## src/rtl/asf_pkg.sv

```systemverilog
// Package for the greedy activity selection core: sizes, widths and shared types.
// Depends on nothing; every other file of the block imports it.
package asf_pkg;

    // Capacity of the activity store and the derived widths.
    localparam int MAX_ITEMS = 64;
    localparam int CNT_W     = $clog2(MAX_ITEMS + 1);
    localparam int IDX_W     = $clog2(MAX_ITEMS);
    localparam int TIME_W    = 16;

    // Depth of the queue between front and back.
    localparam int Q_DEPTH = 4;
    localparam int Q_PTR_W = $clog2(Q_DEPTH);
    localparam int Q_CNT_W = $clog2(Q_DEPTH + 1);

    typedef logic [CNT_W-1:0]  t_cnt;
    typedef logic [IDX_W-1:0]  t_idx;
    typedef logic [TIME_W-1:0] t_time;

    // One stored activity.
    typedef struct packed {
        t_time start_time;
        t_time finish_time;
    } t_ent;

    // One classified item as it travels from front to back.
    typedef struct packed {
        t_ent act;
        logic is_last;
        logic drop;
        logic ovf;
    } t_act;

endpackage

```

## src/rtl/asf_if.sv

```systemverilog
// Handshake interfaces of the activity selection core: input and result channels.
// Depends on asf_pkg for the field widths.
interface asf_in_if;
    import asf_pkg::*;

    logic  valid;
    logic  ready;
    t_time start_time;
    t_time finish_time;
    logic  is_last;

    modport source (output valid, output start_time, output finish_time, output is_last,
                    input ready);
    modport sink (input valid, input start_time, input finish_time, input is_last,
                  output ready);
endinterface

interface asf_out_if;
    import asf_pkg::*;

    logic  valid;
    logic  ready;
    t_time chosen_start;
    t_time chosen_finish;
    logic  last_chosen;
    logic  overflowed;

    modport source (output valid, output chosen_start, output chosen_finish,
                    output last_chosen, output overflowed, input ready);
    modport sink (input valid, input chosen_start, input chosen_finish,
                  input last_chosen, input overflowed, output ready);
endinterface

```

## src/rtl/asf_front.sv

```systemverilog
// Front part: accepts activities, counts the set and marks items beyond capacity.
// Depends on asf_pkg and asf_if; feeds asf_queue.
module asf_front (
    input  logic          i_clk,
    input  logic          i_rst_n,
    asf_in_if.sink        i_in,
    input  logic          i_q_full,
    output logic          o_push,
    output asf_pkg::t_act o_item
);
    import asf_pkg::*;

    t_cnt r_cnt;
    t_cnt n_cnt;
    logic r_ovf;
    logic n_ovf;
    logic w_drop;

    // An item is taken whenever the queue has room.
    assign i_in.ready = !i_q_full;
    assign o_push     = i_in.valid && !i_q_full;

    // The store is full once the set holds MAX_ITEMS activities.
    assign w_drop = (r_cnt == t_cnt'(MAX_ITEMS));

    always_comb begin
        o_item.act.start_time  = i_in.start_time;
        o_item.act.finish_time = i_in.finish_time;
        o_item.is_last         = i_in.is_last;
        o_item.drop            = w_drop;
        o_item.ovf             = r_ovf | w_drop;
    end

    // Set bookkeeping: the closing item starts a fresh set.
    always_comb begin
        n_cnt = r_cnt;
        n_ovf = r_ovf;
        if (o_push) begin
            if (i_in.is_last) begin
                n_cnt = '0;
                n_ovf = 1'b0;
            end else begin
                n_ovf = r_ovf | w_drop;
                if (!w_drop) begin
                    n_cnt = r_cnt + t_cnt'(1);
                end
            end
        end
    end

    always_ff @(posedge i_clk) begin
        if (!i_rst_n) begin
            r_cnt <= '0;
            r_ovf <= 1'b0;
        end else begin
            r_cnt <= n_cnt;
            r_ovf <= n_ovf;
        end
    end

endmodule

```

## src/rtl/asf_queue.sv

```systemverilog
// Short first-in first-out queue that decouples the front from the back.
// Depends on asf_pkg for the item type and depth.
module asf_queue (
    input  logic          i_clk,
    input  logic          i_rst_n,
    input  logic          i_push,
    input  asf_pkg::t_act i_item,
    input  logic          i_pop,
    output logic          o_valid,
    output logic          o_full,
    output asf_pkg::t_act o_item
);
    import asf_pkg::*;

    t_act                r_buf [Q_DEPTH];
    logic [Q_PTR_W-1:0]  r_wr_ptr;
    logic [Q_PTR_W-1:0]  r_rd_ptr;
    logic [Q_CNT_W-1:0]  r_fill;

    assign o_valid = (r_fill != '0);
    assign o_full  = (r_fill == Q_CNT_W'(Q_DEPTH));
    assign o_item  = r_buf[r_rd_ptr];

    // Storage needs no reset; only the pointers are control state.
    always_ff @(posedge i_clk) begin
        if (i_push) begin
            r_buf[r_wr_ptr] <= i_item;
        end
    end

    always_ff @(posedge i_clk) begin
        if (!i_rst_n) begin
            r_wr_ptr <= '0;
            r_rd_ptr <= '0;
            r_fill   <= '0;
        end else begin
            if (i_push) begin
                r_wr_ptr <= r_wr_ptr + Q_PTR_W'(1);
            end
            if (i_pop) begin
                r_rd_ptr <= r_rd_ptr + Q_PTR_W'(1);
            end
            case ({i_push, i_pop})
                2'b10:   r_fill <= r_fill + Q_CNT_W'(1);
                2'b01:   r_fill <= r_fill - Q_CNT_W'(1);
                default: r_fill <= r_fill;
            endcase
        end
    end

endmodule

```

## src/rtl/asf_back.sv

```systemverilog
// Back part: keeps the store sorted by finish time through insertion, then runs
// the greedy selection pass. Depends on asf_pkg and asf_if; fed by asf_queue.
module asf_back (
    input  logic          i_clk,
    input  logic          i_rst_n,
    input  logic          i_q_valid,
    input  asf_pkg::t_act i_q_item,
    output logic          o_pop,
    asf_out_if.source     o_out
);
    import asf_pkg::*;

    localparam logic [2:0] S_IDLE  = 3'd0;
    localparam logic [2:0] S_SHIFT = 3'd1;
    localparam logic [2:0] S_PLACE = 3'd2;
    localparam logic [2:0] S_SELST = 3'd3;
    localparam logic [2:0] S_SEL   = 3'd4;
    localparam logic [2:0] S_FLUSH = 3'd5;

    // Activity store, one write and one registered read per cycle.
    t_ent r_mem [MAX_ITEMS];
    t_ent r_rd;

    logic [2:0] r_state;
    logic [2:0] n_state;
    t_cnt       r_cnt;
    t_cnt       n_cnt;
    t_idx       r_j;
    t_idx       n_j;
    t_idx       r_idx;
    t_idx       n_idx;
    t_ent       r_new;
    t_ent       n_new;
    logic       r_last;
    logic       n_last;
    logic       r_ovf;
    logic       n_ovf;
    t_ent       r_pend;
    t_ent       n_pend;

    logic       r_out_valid;
    t_ent       r_out_act;
    logic       r_out_last;
    logic       r_out_ovf;

    logic       w_wr_en;
    t_idx       w_wr_addr;
    t_ent       w_wr_data;
    logic       w_rd_en;
    t_idx       w_rd_addr;
    logic       w_load;
    logic       w_load_last;
    logic       w_slot_free;
    logic       w_sel;
    logic       w_end;

    assign w_slot_free = !r_out_valid || o_out.ready;

    // A candidate is chosen if it is the first, or starts no earlier than the
    // finish of the activity last chosen.
    assign w_sel = (r_idx == '0) || (r_rd.start_time >= r_pend.finish_time);
    assign w_end = ({1'b0, r_idx} == (r_cnt - t_cnt'(1)));

    // Sequencer for insertion and selection.
    always_comb begin
        n_state     = r_state;
        n_cnt       = r_cnt;
        n_j         = r_j;
        n_idx       = r_idx;
        n_new       = r_new;
        n_last      = r_last;
        n_ovf       = r_ovf;
        n_pend      = r_pend;
        o_pop       = 1'b0;
        w_wr_en     = 1'b0;
        w_wr_addr   = r_j;
        w_wr_data   = r_new;
        w_rd_en     = 1'b0;
        w_rd_addr   = '0;
        w_load      = 1'b0;
        w_load_last = 1'b0;
        unique case (r_state)
            S_IDLE: begin
                if (i_q_valid) begin
                    o_pop  = 1'b1;
                    n_new  = i_q_item.act;
                    n_last = i_q_item.is_last;
                    n_ovf  = i_q_item.ovf;
                    if (i_q_item.drop) begin
                        n_state = i_q_item.is_last ? S_SELST : S_IDLE;
                    end else if (r_cnt == '0) begin
                        w_wr_en   = 1'b1;
                        w_wr_addr = '0;
                        w_wr_data = i_q_item.act;
                        n_cnt     = t_cnt'(1);
                        n_state   = i_q_item.is_last ? S_SELST : S_IDLE;
                    end else begin
                        w_rd_en   = 1'b1;
                        w_rd_addr = r_cnt[IDX_W-1:0] - t_idx'(1);
                        n_j       = r_cnt[IDX_W-1:0];
                        n_state   = S_SHIFT;
                    end
                end
            end
            S_SHIFT: begin
                w_wr_en = 1'b1;
                if (r_rd.finish_time > r_new.finish_time) begin
                    // Move the larger entry up one place and look further down.
                    w_wr_data = r_rd;
                    n_j       = r_j - t_idx'(1);
                    if (r_j == t_idx'(1)) begin
                        n_state = S_PLACE;
                    end else begin
                        w_rd_en   = 1'b1;
                        w_rd_addr = r_j - t_idx'(2);
                    end
                end else begin
                    n_cnt   = r_cnt + t_cnt'(1);
                    n_state = r_last ? S_SELST : S_IDLE;
                end
            end
            S_PLACE: begin
                w_wr_en = 1'b1;
                n_cnt   = r_cnt + t_cnt'(1);
                n_state = r_last ? S_SELST : S_IDLE;
            end
            S_SELST: begin
                if (r_cnt == '0) begin
                    n_state = S_IDLE;
                end else begin
                    w_rd_en = 1'b1;
                    n_idx   = '0;
                    n_state = S_SEL;
                end
            end
            S_SEL: begin
                // A newly chosen entry releases the one chosen before it.
                if (!(w_sel && r_idx != '0) || w_slot_free) begin
                    if (w_sel) begin
                        n_pend = r_rd;
                    end
                    w_load = w_sel && (r_idx != '0);
                    if (w_end) begin
                        n_state = S_FLUSH;
                    end else begin
                        w_rd_en   = 1'b1;
                        w_rd_addr = r_idx + t_idx'(1);
                        n_idx     = r_idx + t_idx'(1);
                    end
                end
            end
            S_FLUSH: begin
                if (w_slot_free) begin
                    w_load      = 1'b1;
                    w_load_last = 1'b1;
                    n_cnt       = '0;
                    n_state     = S_IDLE;
                end
            end
            default: begin
                n_state = S_IDLE;
            end
        endcase
    end

    // Store write and registered read.
    always_ff @(posedge i_clk) begin
        if (w_wr_en) begin
            r_mem[w_wr_addr] <= w_wr_data;
        end
        if (w_rd_en) begin
            r_rd <= r_mem[w_rd_addr];
        end
    end

    // Control registers.
    always_ff @(posedge i_clk) begin
        if (!i_rst_n) begin
            r_state     <= S_IDLE;
            r_cnt       <= '0;
            r_out_valid <= 1'b0;
        end else begin
            r_state <= n_state;
            r_cnt   <= n_cnt;
            if (w_load) begin
                r_out_valid <= 1'b1;
            end else if (o_out.ready) begin
                r_out_valid <= 1'b0;
            end
        end
    end

    // Working and result registers.
    always_ff @(posedge i_clk) begin
        r_j    <= n_j;
        r_idx  <= n_idx;
        r_new  <= n_new;
        r_last <= n_last;
        r_ovf  <= n_ovf;
        r_pend <= n_pend;
        if (w_load) begin
            r_out_act  <= r_pend;
            r_out_last <= w_load_last;
            r_out_ovf  <= r_ovf;
        end
    end

    assign o_out.valid         = r_out_valid;
    assign o_out.chosen_start  = r_out_act.start_time;
    assign o_out.chosen_finish = r_out_act.finish_time;
    assign o_out.last_chosen   = r_out_last;
    assign o_out.overflowed    = r_out_ovf;

`ifndef SYNTH
    // The store never holds more than its capacity.
    a_cnt_bound: assert property (@(posedge i_clk) disable iff (!i_rst_n)
        r_cnt <= t_cnt'(MAX_ITEMS))
        else $error("activity count beyond capacity");

    // An insertion walk always points above the bottom entry and no further than one past the filled part.
    a_shift_range: assert property (@(posedge i_clk) disable iff (!i_rst_n)
        (r_state == S_SHIFT) |-> (r_j != '0 && {1'b0, r_j} <= r_cnt))
        else $error("insertion index out of range");

    // A result is never loaded over one that is still waiting.
    a_no_overrun: assert property (@(posedge i_clk) disable iff (!i_rst_n)
        w_load |-> w_slot_free)
        else $error("result register overrun");

    // Closing a set empties the store.
    a_set_close: assert property (@(posedge i_clk) disable iff (!i_rst_n)
        (r_state == S_FLUSH && w_slot_free) |=> (r_cnt == '0 && r_state == S_IDLE))
        else $error("store not cleared after the set closed");
`endif

endmodule

```

## src/rtl/activity_selection_by_finish_core.sv

```systemverilog
// Greedy activity selection core. Activities are taken one a cycle while the front queue
// has room; the back inserts each stored activity by walking the store down from the top
// through one memory read and one write port per cycle, until it meets an entry that
// finishes no later; the first activity of a set goes straight in, a dropped one is discarded.
// After the closing activity, the selection pass reads the sorted store in order and holds
// each chosen activity until the next one is chosen or the pass ends; output stalls hold it.
// Synchronous active-low reset empties the queue and store count; no clearing pass.
module activity_selection_by_finish_core (
    input  logic      i_clk,
    input  logic      i_rst_n,
    asf_in_if.sink    i_in,
    asf_out_if.source o_out
);
    import asf_pkg::*;

    logic w_push;
    t_act w_push_item;
    logic w_q_full;
    logic w_q_valid;
    t_act w_q_item;
    logic w_pop;

    // Acceptance and classification.
    asf_front u_front (
        .i_clk    (i_clk),
        .i_rst_n  (i_rst_n),
        .i_in     (i_in),
        .i_q_full (w_q_full),
        .o_push   (w_push),
        .o_item   (w_push_item)
    );

    // Decoupling queue.
    asf_queue u_queue (
        .i_clk   (i_clk),
        .i_rst_n (i_rst_n),
        .i_push  (w_push),
        .i_item  (w_push_item),
        .i_pop   (w_pop),
        .o_valid (w_q_valid),
        .o_full  (w_q_full),
        .o_item  (w_q_item)
    );

    // Sorted store and selection.
    asf_back u_back (
        .i_clk     (i_clk),
        .i_rst_n   (i_rst_n),
        .i_q_valid (w_q_valid),
        .i_q_item  (w_q_item),
        .o_pop     (w_pop),
        .o_out     (o_out)
    );

endmodule

```

## src/flat_wrapper.sv

```systemverilog
// flat-port wrapper written by rule: the top's interface ports become plain ports
module activity_selection_by_finish_core_flat import asf_pkg::*;
  (i_clk, i_rst_n, i_in_valid, i_in_start_time, i_in_finish_time, i_in_is_last, i_in_ready, o_out_valid, o_out_chosen_start, o_out_chosen_finish, o_out_last_chosen, o_out_overflowed, o_out_ready);
  asf_in_if i_in_i ();
  asf_out_if o_out_i ();
  input  logic i_clk;
  input  logic i_rst_n;
  input wire logic [$bits(i_in_i.valid)-1:0] i_in_valid;
  input wire logic [$bits(i_in_i.start_time)-1:0] i_in_start_time;
  input wire logic [$bits(i_in_i.finish_time)-1:0] i_in_finish_time;
  input wire logic [$bits(i_in_i.is_last)-1:0] i_in_is_last;
  output wire logic [$bits(i_in_i.ready)-1:0] i_in_ready;
  output wire logic [$bits(o_out_i.valid)-1:0] o_out_valid;
  output wire logic [$bits(o_out_i.chosen_start)-1:0] o_out_chosen_start;
  output wire logic [$bits(o_out_i.chosen_finish)-1:0] o_out_chosen_finish;
  output wire logic [$bits(o_out_i.last_chosen)-1:0] o_out_last_chosen;
  output wire logic [$bits(o_out_i.overflowed)-1:0] o_out_overflowed;
  input wire logic [$bits(o_out_i.ready)-1:0] o_out_ready;
  assign i_in_i.valid = i_in_valid;
  assign i_in_i.start_time = i_in_start_time;
  assign i_in_i.finish_time = i_in_finish_time;
  assign i_in_i.is_last = i_in_is_last;
  assign i_in_ready = i_in_i.ready;
  assign o_out_valid = o_out_i.valid;
  assign o_out_chosen_start = o_out_i.chosen_start;
  assign o_out_chosen_finish = o_out_i.chosen_finish;
  assign o_out_last_chosen = o_out_i.last_chosen;
  assign o_out_overflowed = o_out_i.overflowed;
  assign o_out_i.ready = o_out_ready;
  activity_selection_by_finish_core u_core (.i_clk(i_clk), .i_rst_n(i_rst_n), .i_in(i_in_i), .o_out(o_out_i));
endmodule
```

## config.mk

```make
export PLATFORM = sky130hd
export DESIGN_NAME = activity_selection_by_finish_core_flat
export DESIGN_NICKNAME = d
export VERILOG_FILES = /design/src/rtl/asf_pkg.sv /design/src/rtl/asf_if.sv /design/src/rtl/asf_front.sv /design/src/rtl/asf_queue.sv /design/src/rtl/asf_back.sv /design/src/rtl/activity_selection_by_finish_core.sv /design/src/flat_wrapper.sv
export SDC_FILE = /design/constraint.sdc
export NUM_CORES = 2
export LEC_CHECK = 0
export BUFFER_PORTS_ARGS = -buffer_cell sky130_fd_sc_hd__buf_4
export CORE_MARGIN = 2
export CORE_UTILIZATION = 40
export CTS_BUF_LIST = sky130_fd_sc_hd__clkbuf_4 sky130_fd_sc_hd__clkbuf_8
export CTS_CLUSTER_DIAMETER = 80
export CTS_CLUSTER_SIZE = 10
export DETAILED_ROUTE_END_ITERATION = 7
export MAX_ROUTING_LAYER = met4
export PLACE_DENSITY = 0.61
export SYNTH_ARGS = -nofsm -noshare
export SYNTH_HDL_FRONTEND = slang
export SYNTH_SLANG_ARGS = --single-unit
```

## constraint.sdc

```tcl
create_clock -name i_clk -period 8.05 [get_ports i_clk]
set_input_delay 0.4025 -clock i_clk [delete_from_list [all_inputs] [get_ports i_clk]]
set_output_delay 0.4025 -clock i_clk [all_outputs]
set_load 0.1 [all_outputs]
```

Word-level counts from Yosys, hierarchy flattened
Memory sizes are Yosys's and may differ from the RTL's. A register that Yosys moved wholly into a read port is not among the register bits.
Cells that the tools add are included.
Word-level totals
  memories: 2
  bits of input ports: 37
  register bits after elaboration: 138
  memory bits (writable): 2188
  logic and storage cells: 159
  output and inout port bits: 36
Memories
  u_core.u_back.r_mem: depth 64, width 32, read ports 1, clocked after memory_dff 1, wr ports 1, RTL line asf_back.sv:21  | t_ent r_mem [MAX_ITEMS];
  u_core.u_queue.r_buf: depth 4, width 35, read ports 1, clocked after memory_dff 1, wr ports 1, RTL line asf_queue.sv:15  | t_act r_buf [Q_DEPTH];
Operators by class
  reductions and logical operators: 26
  bitwise gates (word level): 1
  eq/ne operators: 24
  multiplexer cells: 73
  add/subtract/negate cells: 11
  order comparisons: 2
Operator list (number)
  $mux 32: 4
  $mux 6: 18
  $pmux 32 s2: 1
  $mux 7: 7
  $pmux 7 s4: 1
  $ne 2x2->1 const B: 12
  $pmux 6 s2: 2
  $mux 1: 21
  $mux 3: 7
  $pmux 3 s6: 1
  $pmux 6 s3: 1
  $ge 16x16->1: 1
  $gt 16x16->1: 1
  $add 7x1->7 const B: 2
  $mux 2: 6
  $sub 6x1->6 const B: 2
  $reduce_and 5->1: 2
  $eq 3x3->1 const B: 3
  $reduce_bool 2->1: 4
  $eq 6x7->1: 1
  $eq 7x7->1 const B: 1
  $logic_not 7->1: 1
  $sub 7x1->7 const B: 1
  $add 6x1->6 const B: 1
  27 further kinds: 36

Logic depth before layout (Yosys ltp)
  depth in word-level cells: 8
  gate-level depth with buffers: 19
  gate-level depth less buffers: 13

Hierarchy
A second synthesis with hierarchy kept.
Second synthesis, totals
  cell total of the unflattened synthesis: 6654
  area, all modules: 93584.8 um2
Modules (own cells, without submodules)
  asf_back: cells each 6339, area an instance 87311.2 um2, seq. area each 66043.3 um2, instances 1
  asf_queue: cells each 225, area an instance 5545.3 um2, seq. area each 4384.2 um2, instances 1
  asf_front: cells each 90, area an instance 728.2 um2, seq. area each 160.2 um2, instances 1

Least setup slack after synthesis
OpenSTA, ideal clock, no wires.
  path type: reg-to-reg
  from: register, netlist name u_core.u_back.r_rd[29]
  to: register u_core.u_back.r_out_act (netlist bit u_core.u_back.o_out.chosen_finish[0]) (enable)
  data required time: 7.536 ns
  setup time: 0.514 ns
  cell stages (with the launch flop): 8
  arrival: 5.107 ns
  buffers on the path: 0
  clock period less this slack: 5.621 ns
  path slack: 2.429 ns
  cells stage by stage: edfxtp_1 ha_1 and4_1 nand2_1 or4_1 nand4_1 a21oi_1 nor4_1
Between the ends
  cells in the longest elaborated chain, start to end: 7
RTL lines
  $ge 16x16->1 (*): RTL line asf_back.sv:61  | assign w_sel = (r_idx == '0) || (r_rd.start_time >= r_pend.finish_time);
  $logic_or 1x1->1 (*): RTL line asf_back.sv:61
  $logic_and 1x1->1 (*): RTL line asf_back.sv:138, asf_back.sv:142
  $logic_not 1->1: RTL line asf_back.sv:138  | if (!(w_sel && r_idx != '0) || w_slot_free) begin
  $logic_or 1x1->1: RTL line asf_back.sv:138
  $mux 1 (*): RTL line asf_back.sv:138
  $pmux 1 s2 (*): RTL line asf_back.sv:82  | unique case (r_state)
  via u_core.u_back.w_load: RTL line asf_back.sv:51  | logic w_load;
  end signal, assigned: RTL line asf_back.sv:202  | r_out_act <= r_pend;
  end, declared: RTL line asf_back.sv:42  | t_ent r_out_act;
The timed path passes the listed nets; every way through them passes the cells marked *.
A chain may end at the register's enable or synchronous reset.

Worst setup path after layout
  from: register u_core.u_back.r_cnt[0]
  to: register, netlist name u_core.u_back.r_rd[24]
Between the ends
  cells in the longest elaborated chain, start to end: 5
RTL lines
  start, declared: RTL line asf_back.sv:26  | t_cnt r_cnt;
  start signal, assigned: RTL line asf_back.sv:184  | r_cnt <= n_cnt;
  $sub 7x1->7, or another cell as far along: RTL line asf_back.sv:62  | assign w_end = ({1'b0, r_idx} == (r_cnt - t_cnt'(1)));
  $eq 6x7->1, or another cell as far along: RTL line asf_back.sv:62
  $mux 1, or another cell as far along: RTL line asf_back.sv:143  | if (w_end) begin
  $mux 1, or another cell as far along: RTL line asf_back.sv:138
  $pmux 1 s4 or $pmux 6 s3 (tied branches): RTL line asf_back.sv:82
Parallel ways exist; a longest one is shown, timed or not.

==> results.md <==
- Status: complete, but fails checks
- Failing checks: design-rule violations
- Synthesized area per cell: approximately 15 sq um
- Placed insts: about 9300
- Share of post-route cells with drive strength above 1: 0.123
- CTS tree: built
- Psw: approximately 17 mW
- Worst Hold Class: input pin to flip-flop
- Clock power share: 0.178
- Drt drc: 14
- Filler Cell Count: 20400
- Comb pwr share: 0.384
- CTS Hold Bufs: 36
- Fmax: 154 MHz
- Final period utilization: 0.809
- Power Internal: 24.4 mW
- Seq/Total Area, Yosys: 0.756
- Fin. Hold Viols: 0
- P&R area growth vs syn: 10.1%
- Delay of the slowest critical-path stage: 750 ps
- Vias in the first global route: approximately 56000
- TritonCTS Buffers: 286
- Synth Instances: 6424
- Final Util: 0.442
- Clock slew at reported path FFs: 80 ps
- Post-Syn Nets: 6509
- Row count: ~180
- Slew Limit Fails: 0
- Die Wd: between 400 and 500 um
- Final setup vio count: 0
- Slew HR: 0.106
- CP Capture Type: flip-flop
- GPL Wtd Cong: 0.932
- CTS H-Tree Depth: 5
- First-pass GRT wire length: 418000 um
- Syn Std Cell Area: 93300 sq um
- CP startpoint kind: flip-flop
- Critical path type: flip-flop to flip-flop
- DRT Pass-1 Iters: 8
- Clk_lat worst skew: about 1100 ps
- Total of max-cap violations: 0
- LEAKAGE: 33.8 nW
- Largest net degree at the start of global routing: 141
- Die area: 237000 sq um
- Routed WL: 297000 um
- Non-filler cells, final: slightly below 10000
- Post_cts resized: 0
- Post-synth ARST share: 0
- Worst path required time: between 8000 and 9000 ps
- Pwr/cell area: approximately 400 nW/um^2
- Total number of vias: 59200
- Via density: 6.11
- DRT iter0 DRCs: 9211
- YS warnings: 0
- EDFF count, synth: 2332
- Die height: 487 um
- Grt total ovfl: 0
- Total power: 41.6 mW
- Worst clock skew: 81.9 ps
- Core area: around 230000 sq um
- DR WL/cell: 30.7 um
- Tightest Pin Transition: about 1300 ps
- Area taken by flip-flops and latches: between 70000 and 80000 sq um
- Bufs on Longest Clock Path: 4
- Nets: roughly 6700
- Crit path top cell by count: a211oi_1
- Slowest library cell on the worst path: o22a_4
- Setup bufs post-CTS: 0
- Post-synth top flop: edfxtp_1
- Initial antenna violation count: 18
- Sw Ratio: 0.412
- Crit Path Max Fanout: 77
- Clock Tree Root: clkbuf_8
- Initial Util: 0.402
- Cell Chain, Critical Path: inv_1, ha_1, nor3b_2, a21o_1, or2_0, o22a_4, nand2_4, buf_12, buf_4, a211oi_1, a211oi_1, a311oi_1, a32o_1, o2111ai_1
- Critical Path AT: 7180 ps
- TNS Setup: 0 ps
- Post-route ant nets: 0
- Top-Level Pins: 73
- Register bit total from synthesis: between 2000 and 2500
- Netlist cell types: 88
- Area of the multi-input gates: 21000 sq um
- Peak VDD IR: 0.407 mV
- CTS Sinks: 2360
- Reg power frac: 0.437
- Port bufs: 72
- Total Routing Usage GR: 0.252
- Hpwl dp: 169000 um
- Fin crit period: 6510 ps
- RSZ-0062 raised after global routing: no
==> per-layer routing <==
metal	vias to the layer above	GRT usage	share of wire
li1	24700	-	-
met1	29900	0.335	0.38
met4	0	0.108	0.046
met2	3915	0.373	0.45
met3	663	0.0580	0.12
met5	-	-	0
==> cell families (layout without fill, tap and decap cells) <==
logic type | after synthesis | in the layout | share of synthesized area
compound gates | 970 | 970 | 0.0755
xor+xnor | 33 | 33 | 0.00347
fa+ha+maj | 48 | 48 | 0.00652
buf+inv | 509 | 723 | 0.0254
flops | 2360 | 2360 | 0.756
mux | 189 | 189 | 0.0252
other cells | 0 | 9 | 0
simple gates | 2315 | 2315 | 0.108
==> cells in the final DEF (no fill, tap or decap), drive strengths merged, types with 114 or more instances in the layout <==
cell type,n
clkbuf,308
mux2i,135
nor2,176
and3,129
a31oi,182
buf,284
a21oi,114
a211oi,140
edfxtp,2332
nand3,443
nand2,1404
==> final timing paths <==
check                                                    startpoint                                              to  slack [ps]  cells past startpoint
worst max-delay path            u_core.u_back.r_cnt[0]$_SDFFE_PN0P_                u_core.u_back.r_rd[24]$_DFFE_PP_        1540                     14
worst min-delay path                            i_in_finish_time[5]            u_core.u_queue.r_buf[3][8]$_DFFE_PP_         110                      2
worst max register to register  u_core.u_back.r_cnt[0]$_SDFFE_PN0P_                u_core.u_back.r_rd[24]$_DFFE_PP_        1540                     14
worst min register to register   u_core.u_back.r_pend[31]$_DFFE_PP_  u_core.u_back.o_out.chosen_start[15]$_DFFE_PP_         440                      0
==> registers in the layout (all words and copies together), names as in the netlist, 2 cells and up, named ones only <==
register / flops
u_core.u_back.r_mem: 2048
u_core.u_queue.r_buf: 140
u_core.u_back.r_new: 32
u_core.u_back.r_pend: 32
u_core.u_back.r_rd: 32
u_core.u_back.o_out.chosen_finish: 16
u_core.u_back.o_out.chosen_start: 16
u_core.u_back.r_cnt: 7
u_core.u_front.r_cnt: 7
u_core.u_back.r_idx: 6
u_core.u_back.r_j: 6
u_core.u_back.r_state: 3
u_core.u_queue.r_fill: 3
u_core.u_queue.r_rd_ptr: 2
u_core.u_queue.r_wr_ptr: 2
==> cell type report <==
| class | count | area share |
|---|---|---|
| Antenna cell | 9 | 0.000219 |
| Clock buffer | 308 | 0.0405 |
| Clock inverter | 7 | 0.000512 |
| Inverter | 88 | 0.00322 |
| Multi-Input combinational cell | 3555 | 0.205 |
| Sequential cell | 2360 | 0.687 |
| Tap cell | 3043 | 0.0371 |
| Timing Repair Buffer | 320 | 0.0267 |
==> worst max-delay path: cells and delay by family, from the launching register on <==
kind / cells / cell delay, ps
simple gates: 3 / 1550
flops: 1 / 480
fa+ha+maj: 1 / 230
buf+inv: 3 / 960
compound gates: 7 / 2720
==> synthesized netlist by cell type, drive strengths merged (19+ instances only) <==
cell     count  share of area
nand2     1404          0.056
a31oi      182          0.012
nand3      443          0.024
o2111ai     37         0.0035
a211oi     140          0.011
a311oi      73         0.0069
and3       129         0.0086
a222oi      32         0.0034
dfxtp       28         0.0060
clkbuf     123         0.0049
nor2       176         0.0073
mux2        19         0.0023
buf        298          0.017
o221ai      27         0.0025
a21oi      114         0.0062
nor3        28         0.0016
a32o        19         0.0020
mux4        35         0.0084
o22ai       33         0.0023
o21ai      111         0.0060
edfxtp    2332           0.75
a32oi       76         0.0071
ha          47         0.0063
nand4       65         0.0044
inv         88         0.0035
mux2i      135          0.014
==> power groups by stage <==
stage	logic, mW	clock network (mW)	registers, mW
floorplan	7.96	0	18.3
global placement	15.4	0	18.4
detailed placement	15.5	0	18.4
CTS	15.6	7.52	18.2
global route	16.4	7.95	18.2
finish	16.0	7.42	18.2
==> per-stage QoR <==
stage,setup slack (ps),instance area [sq um],hold slack (ps)
6_report,1540,103000,115
5_1_grt,1500,103000,68.5
3_5_place_dp,1740,98100,426
2_1_floorplan,2430,93300,400
3_3_place_gp,1480,98100,407
4_1_cts,1740,103000,31.1
Power figures use the tool's default switching activity.
